**src/sv/sts_pkg.sv**
```systemverilog
// sts_pkg: shared constants and controller/datapath types for the successor search
`timescale 1ns / 1ps
package sts_pkg;

    localparam int TABLE_DEPTH = 1024;
    localparam int ADDR_W      = $clog2(TABLE_DEPTH);
    localparam int COUNT_W     = 11;
    localparam int SLOT_W      = 10;
    localparam int DATA_W      = 32;
    localparam int APB_DATA_W  = 32;
    localparam int APB_ADDR_W  = 3;

    localparam logic OP_WRITE = 1'b0;
    localparam logic OP_QUERY = 1'b1;

    localparam logic REG_ENTRY_COUNT = 1'b0;

    typedef struct packed {
        logic write;
        logic start;
        logic probe;
        logic step;
        logic emit;
    } t_cmd;

    typedef struct packed {
        logic len_zero;
        logic step_done;
    } t_status;

endpackage

```
**src/sv/sts_ctrl.sv**
```systemverilog
// sts_ctrl: sequencer for table writes and the halving search of a query
`timescale 1ns / 1ps
module sts_ctrl (
    input  logic            i_clk,
    input  logic            i_rst_n,
    input  logic            i_in_valid,
    input  logic            i_in_operation,
    output logic            o_in_ready,
    input  logic            i_out_ready,
    output logic            o_out_valid,
    input  sts_pkg::t_status i_status,
    output sts_pkg::t_cmd   o_cmd
);
    import sts_pkg::*;

    localparam logic [1:0] ST_IDLE   = 2'd0;
    localparam logic [1:0] ST_PROBE  = 2'd1;
    localparam logic [1:0] ST_CMP    = 2'd2;
    localparam logic [1:0] ST_FINISH = 2'd3;

    logic [1:0] r_state;
    logic [1:0] n_state;
    logic       r_out_valid;
    logic       n_out_valid;

    always_comb begin
        n_state = r_state;
        o_cmd   = '0;
        unique case (r_state)
            ST_IDLE: begin
                if (i_in_valid) begin
                    if (i_in_operation == OP_QUERY) begin
                        o_cmd.start = 1'b1;
                        n_state     = ST_PROBE;
                    end else begin
                        o_cmd.write = 1'b1;
                    end
                end
            end
            ST_PROBE: begin
                if (i_status.len_zero) begin
                    n_state = ST_FINISH;
                end else begin
                    o_cmd.probe = 1'b1;
                    n_state     = ST_CMP;
                end
            end
            ST_CMP: begin
                o_cmd.step = 1'b1;
                if (i_status.step_done) begin
                    n_state = ST_FINISH;
                end
            end
            ST_FINISH: begin
                // result register free or being emptied this cycle
                if (!r_out_valid || i_out_ready) begin
                    o_cmd.emit = 1'b1;
                    n_state    = ST_IDLE;
                end
            end
            default: n_state = ST_IDLE;
        endcase
    end

    always_comb begin
        if (o_cmd.emit) begin
            n_out_valid = 1'b1;
        end else if (i_out_ready) begin
            n_out_valid = 1'b0;
        end else begin
            n_out_valid = r_out_valid;
        end
    end

    always_ff @(posedge i_clk) begin
        if (!i_rst_n) begin
            r_state     <= ST_IDLE;
            r_out_valid <= 1'b0;
        end else begin
            r_state     <= n_state;
            r_out_valid <= n_out_valid;
        end
    end

    assign o_in_ready  = (r_state == ST_IDLE);
    assign o_out_valid = r_out_valid;

endmodule

```
**config.mk**
```make
export PLATFORM = sky130hd
export DESIGN_NAME = sts_ctrl
export DESIGN_NICKNAME = d
export VERILOG_FILES = /design/src/sv/sts_pkg.sv /design/src/sv/sts_ctrl.sv
export SDC_FILE = /design/constraint.sdc
export NUM_CORES = 1
export LEC_CHECK = 0
export BUFFER_PORTS_ARGS = -buffer_cell sky130_fd_sc_hd__buf_2
export CORE_AREA = 3 3 40 42
export CTS_CLUSTER_DIAMETER = 80
export DETAILED_ROUTE_END_ITERATION = 7
export DIE_AREA = 0 0 43 45
export PLACE_DENSITY_LB_ADDON = 0.15
export SKIP_CTS_REPAIR_TIMING = 1
export SLEW_MARGIN = 20
export SYNTH_ARGS = -nofsm -noshare
export SYNTH_HDL_FRONTEND = slang
export SYNTH_SLANG_ARGS = --single-unit
```
**constraint.sdc**
```tcl
create_clock -name i_clk -period 2.2 [get_ports i_clk]
set_input_delay 0.44 -clock i_clk [delete_from_list [all_inputs] [get_ports i_clk]]
set_output_delay 0.44 -clock i_clk [all_outputs]
set_load 0.1 [all_outputs]
```
# Yosys cells after proc, flatten, opt, wreduce, memory -nomap -nowiden
# Cells that the tools add are included.
# totals
reg_bits	3
in_bits	7
output_inout_bits	7
# classes
n_eq_ne	7
n_mux	17
reduce_logical	5
# ops
operator	count
$mux 2	6
$mux 1	10
$ne 2x2->1 const B	4
$pmux 2 s4	1
$eq 2x2->1 const B	2
$reduce_and 4->1	1
$eq 2x1->1 const B	1
$logic_not 2->1	1
$reduce_bool 2->1	1
$logic_not 1->1	1
$logic_or 1x1->1	1

# Longest topological paths before layout
# Gate-level depths: netlist of the first run.
# logic_depth
ltp_word	5
depth_mapped	5

# Least setup slack after synthesis of the first run
# No wires, ideal clock.
# synth_timing
kind	reg-to-output
from	reg r_state[0]
to	out o_cmd[4] (netlist bit)
arrival_time_ns	2.641
t_required_ns	1.760
slack_ns	-0.881
path_stages_with_launch	5
cell_sequence	dfxtp_1 inv_1 ha_1 nand2_1 nor2_1
# synth_rtl
element	line_no	rtl
start, declared	sts_ctrl.sv:21	logic [1:0] r_state;
start signal, assigned	sts_ctrl.sv:80	r_state <= n_state;
end, declared	sts_ctrl.sv:12	output sts_pkg::t_cmd o_cmd

==> results.cfg, run 1 <==
[global_route]
grt_antenna_before_repair = 0
global_route.overflow_total = 0
grt_usage_pct = 7.07
wire_length_of_the_first_global_routing_pass_um = 1000
grt_start_max_net_pins = 7
first_global_vias = 271

[drt]
routedWlPerCell_um = 9.36
postRouteWirelength_um = 552
via_per_inst = 4.07
remaining_drc_errors = 0
route.vias.total = 240
drt_iter0_markers = 3
postRouteAntennaNets = 0
drt-pass1-iter-count = 4

[clocking]
cts_root_buffer = sky130_fd_sc_hd__clkbuf_4
cts_tree = built
clk_pin_slew_ps = 40
cts_buffers = 3
clock_path_buffers = 2
htree_levels = 1
clkSinkCount = 3
clock_latency_ps = 230

[die]
die_area_um2 = 1940
die_h_um = 45
initial_cell_density_of_the_core_pct = 19.0
core.rowCount = 13
die_w_um = 43
io_pins = 14
fp.coreArea_um2 = 1280

[synthesis]
yosysWarnings = 0
synth.top_cell.area_share_pct = 24.6
netlist-cell-type-count = 14
synth.ff_latch_count = 3
netlist_instances = 28
post_synth_main_area_contributors = sky130_fd_sc_hd__dfxtp_1, sky130_fd_sc_hd__ha_1, sky130_fd_sc_hd__mux2i_1
ys_seq_area_share_pct = 24.6
syn_avg_cell_area_um2 = 8.71
synth_nets = 39
synth.largest_area_cell = sky130_fd_sc_hd__dfxtp_1
synthesis.area_um2 = 244

[worst_setup_path]
timing.critical_path.to_type = output port
worstPathArrival_ps = 1500
critPathMaxFanout = 6
worst_setup_path_start_kind = register
cp.required_ps = 1760
max_stage_delay_ps = 420
worst-setup-path-type = reg2out
critPathSlowestCell = sky130_fd_sc_hd__buf_2
crit_path_cell_trace = inv_1 > ha_2 > nand2_1 > nor2_4 > buf_2

[flow_run]
max_cap_violations = 0

[cells_and_area]
post_route_cells_drive_above_1_share_pct = 50.0
number_of_antenna_diodes = 0
post-route-util_pct = 28.0
synthToLayoutAreaGrowth_pct = 47.7
final_common_cell = sky130_fd_sc_hd__buf_2
most-common-layout-cells = sky130_fd_sc_hd__buf_2, sky130_fd_sc_hd__nand2_1
final_nets = 56

[place]
dp_hpwl_um = 469
io_buffer_count = 13
finalWeightedCongestion = 0.684

[run_status]
run_status = finished clean

[timing]
fin_skew_ps = 1.56
finalMaxSlewViolations = 0
setup_total_negative_slack_ps = 0
timing_worst_slew_pin_value_ps = 490
unrepaired_setup_endpoints_after_global_routing = false
timing.final.crit_period_ps = 1940
fmax_mhz = 515
timing.max_slew.rel_slack_pct = 67.3
hold_viol_final = 0
layout_worst_path_cycle_share_pct = 88.3
setup_violations = 0

[worst_hold_path]
min-delay-path-class = in2reg
-- final timing paths --
| check | startpoint | to | cells after the start | slack, ps |
|---|---|---|---|---|
| max | r_state[0] | o_cmd[4] | 5 | 260 |
| min | i_rst_n | o_out_valid | 2 | 480 |
| max reg2reg | r_state[0] | r_state[1] | 4 | 680 |
| min reg2reg | r_state[1] | r_state[1] | 2 | 520 |
-- synth_stat cells, drive strengths merged --
library cell and instances:
a222oi 1, and2b 1, and3 2, buf 1, dfxtp 3, ha 4, inv 3, mux2i 2
nand2 5, nor2 1, nor2b 3, o21a 1, o31ai 1
-- stage by stage --
stage	instances	worst slack, ps	instance area, um^2	hold slack, ps
6_report	59	258	360	484
5_1_grt	59	163	360	485
4_1_cts	59	242	360	479
3_5_place_dp	55	496	334	524
3_3_place_gp	55	519	334	510
2_1_floorplan	28	99.9	258	475
-- critical path, delay by kind of cell (launching register included) --
kind | cells | cell delay [ps]
buffers and inverters | 2 | 520
DFF | 1 | 350
adders and majority gates | 1 | 230
and+or+nand+nor | 2 | 170
-- cells by family (layout without fill, tap and decap cells) --
kind of cell	Yosys count	in the layout	synth area share [%]
and+or+nand+nor	12	12	28.7
AOI/OAI and AO/OA	3	3	10.3
DFF	3	3	24.6
buffers and inverters	4	20	7.69
adders and majority gates	4	4	20.5
muxes	2	2	8.21
-- cell type report --
type                       count  area, um^2
fill                         150         925
multi-input combinational     21         179
timing repair buffer          13        65.1
sequential                     3        60.1
clock buffer                   4        26.3
tap                           15        18.8
inverter                       3        11.3
-- state kept, by name (all words and copies together), names as in the netlist --
name	count
r_state	2
o_out_valid	1
-- per-layer routing --
layer	global-route usage, %	routed length [um]	vias to the layer above	part of all wire (%)
met4	3.61	0	0	0
met5	0	0	-	0
met1	6.24	226	106	41
met2	12.9	268	9	49
li1	-	-	125	-
met3	3.98	57	0	10
Power of run 1 is not shown: default switching activity piles up to over one toggle a cycle in this logic, so the estimate is an artifact.
==> run 2, diff against run 1 <==
--- a/config.mk
+++ b/config.mk
@@ -7,10 +7,12 @@
 export LEC_CHECK = 0
 export BUFFER_PORTS_ARGS = -buffer_cell sky130_fd_sc_hd__buf_2
 export CORE_AREA = 3 3 40 42
+export CTS_BUF_LIST = sky130_fd_sc_hd__clkbuf_4 sky130_fd_sc_hd__clkbuf_8
 export CTS_CLUSTER_DIAMETER = 80
 export DETAILED_ROUTE_END_ITERATION = 7
 export DIE_AREA = 0 0 43 45
 export PLACE_DENSITY_LB_ADDON = 0.15
+export SETUP_SLACK_MARGIN = 0.02
 export SKIP_CTS_REPAIR_TIMING = 1
 export SLEW_MARGIN = 20
 export SYNTH_ARGS = -nofsm -noshare
==> run 2 against run 1 <==
Compared with the run above: critical path depth is the same; critical endpoint unchanged; critical path type unchanged; non-clock buffer count is the same; count of clock-buffer cells in the layout is the same; flip-flop and latch count is the same; clock skew is essentially flat; hold slack gained 1.2 ps; highest routed layer unchanged.
==> results.cfg, run 2 (synthesis results as in run 1) <==
[worst_setup_path]
critical_path_buf_inv_count = 2
critPathSlowestCell = sky130_fd_sc_hd__buf_2
worst_setup_path_start_kind = register
reg2reg_slack_ps = 680
cp.required_ps = 1760
worst-setup-path-type = reg2out
reg2regPathDepth = 4
crit_path_cell_trace = inv_1 > ha_2 > nand2_1 > nor2_4 > buf_2
worstPathArrival_ps = 1500
max_stage_delay_ps = 420
timing.critical_path.to_type = output port
critPathMaxFanout = 6
timing.rr.start = r_state[0]
crit-reg2reg-capture = r_state[1]
worst_path_dominant_cell_family = buffers and inverters

[timing]
timing.final.crit_period_ps = 1940
unrepaired_setup_endpoints_after_global_routing = false
hold_viol_final = 0
final.setup.worst_slack_ps = 259
timing.max_slew.rel_slack_pct = 67.3
fmax_mhz = 515
timing_worst_slew_pin_value_ps = 490
setup_total_negative_slack_ps = 0
setup_violations = 0
finalMaxSlewViolations = 0
fin_skew_ps = 1.24
layout_worst_path_cycle_share_pct = 88.2

[drt]
drt-pass1-iter-count = 4
drt_iter0_markers = 3
via_per_inst = 4.03
route.vias.total = 238
routedWlPerCell_um = 9.31
postRouteAntennaNets = 0
postRouteWirelength_um = 549
remaining_drc_errors = 0

[global_route]
wire_length_of_the_first_global_routing_pass_um = 1000
grt_usage_pct = 7.07
grt_start_max_net_pins = 7
grt_antenna_before_repair = 0
first_global_vias = 271
global_route.overflow_total = 0

[cells_and_area]
post-route-util_pct = 28.3
synthToLayoutAreaGrowth_pct = 49.2
final_nets = 56
most-common-layout-cells = sky130_fd_sc_hd__buf_2, sky130_fd_sc_hd__nand2_1, sky130_fd_sc_hd__clkbuf_4
top_register_by_number_of_flip_flops = r_state
post_route_cells_drive_above_1_share_pct = 52.3
stdcell_count = 59
final_common_cell = sky130_fd_sc_hd__buf_2
largest_register_ffs = 2
number_of_antenna_diodes = 0

[clocking]
clkSinkCount = 3
clk_pin_slew_ps = 40
htree_levels = 1
cts_tree = built
cts_root_buffer = sky130_fd_sc_hd__clkbuf_4
clock_path_buffers = 2
cts_buffers = 3
clock_latency_ps = 230

[place]
io_buffer_count = 13
finalWeightedCongestion = 0.684
post_place_setup_slack_ps = 496
dp.cells = 55
dp_hpwl_um = 469

[worst_hold_path]
min-delay-path-class = in2reg
worst_hold_path.num_cells = 2
whs_endpoint = o_out_valid
timing.hold.worst.start = i_rst_n

[flow_run]
max_cap_violations = 0

[die]
die_w_um = 43
core.rowCount = 13
initial_cell_density_of_the_core_pct = 19.0
fp.coreArea_um2 = 1280
io_pins = 14
die_area_um2 = 1940
die_h_um = 45

[run_status]
run_status = finished clean
## run 2: worst max-delay path by stage
stage / end / from / slack (ps) / cells past startpoint
floorplan: o_cmd[0] / o_out_valid / 100 / 3
global placement: o_cmd[4] / r_state[0] / 520 / 5
CTS: o_cmd[4] / r_state[0] / 240 / 5
finish: o_cmd[4] / r_state[0] / 260 / 5
detailed placement: o_cmd[4] / r_state[0] / 500 / 5
global route: o_cmd[4] / r_state[0] / 160 / 5
## run 2: worst reg2reg max path, stage by stage (launching register included)
cell	delay (ps)
sky130_fd_sc_hd__dfxtp_1	420
sky130_fd_sc_hd__inv_1	90
sky130_fd_sc_hd__ha_1	210
sky130_fd_sc_hd__a222oi_1	490
sky130_fd_sc_hd__mux2i_1	240
## run 2: per-stage QoR
step                cell area (um^2)  hold WS, ps
floorplan                        258          475
global placement                 334          510
global route                     364          485
finish                           364          485
detailed placement               334          524
CTS                              364          480
## run 2: area by class of cell
cell class,instances,area [um^2]
fillers,151,921
clock buffers,4,30.0
well taps,15,18.8
repair buffers,13,65.1
flip-flops and latches,3,60.1
multi-input cells,21,179
inverters,3,11.3
## run 2: routing by layer
layer / global-route usage [%] / vias up / part of all wire [%] / wire length (um)
met1: 6.24 / 104 / 41 / 224
met2: 12.9 / 9 / 49 / 267
met4: 3.61 / 0 / 0 / 0
met3: 3.98 / 0 / 10 / 57
li1: - / 125 / - / -
met5: 0 / - / 0 / 0
Power of run 2 is left out for the same reason.
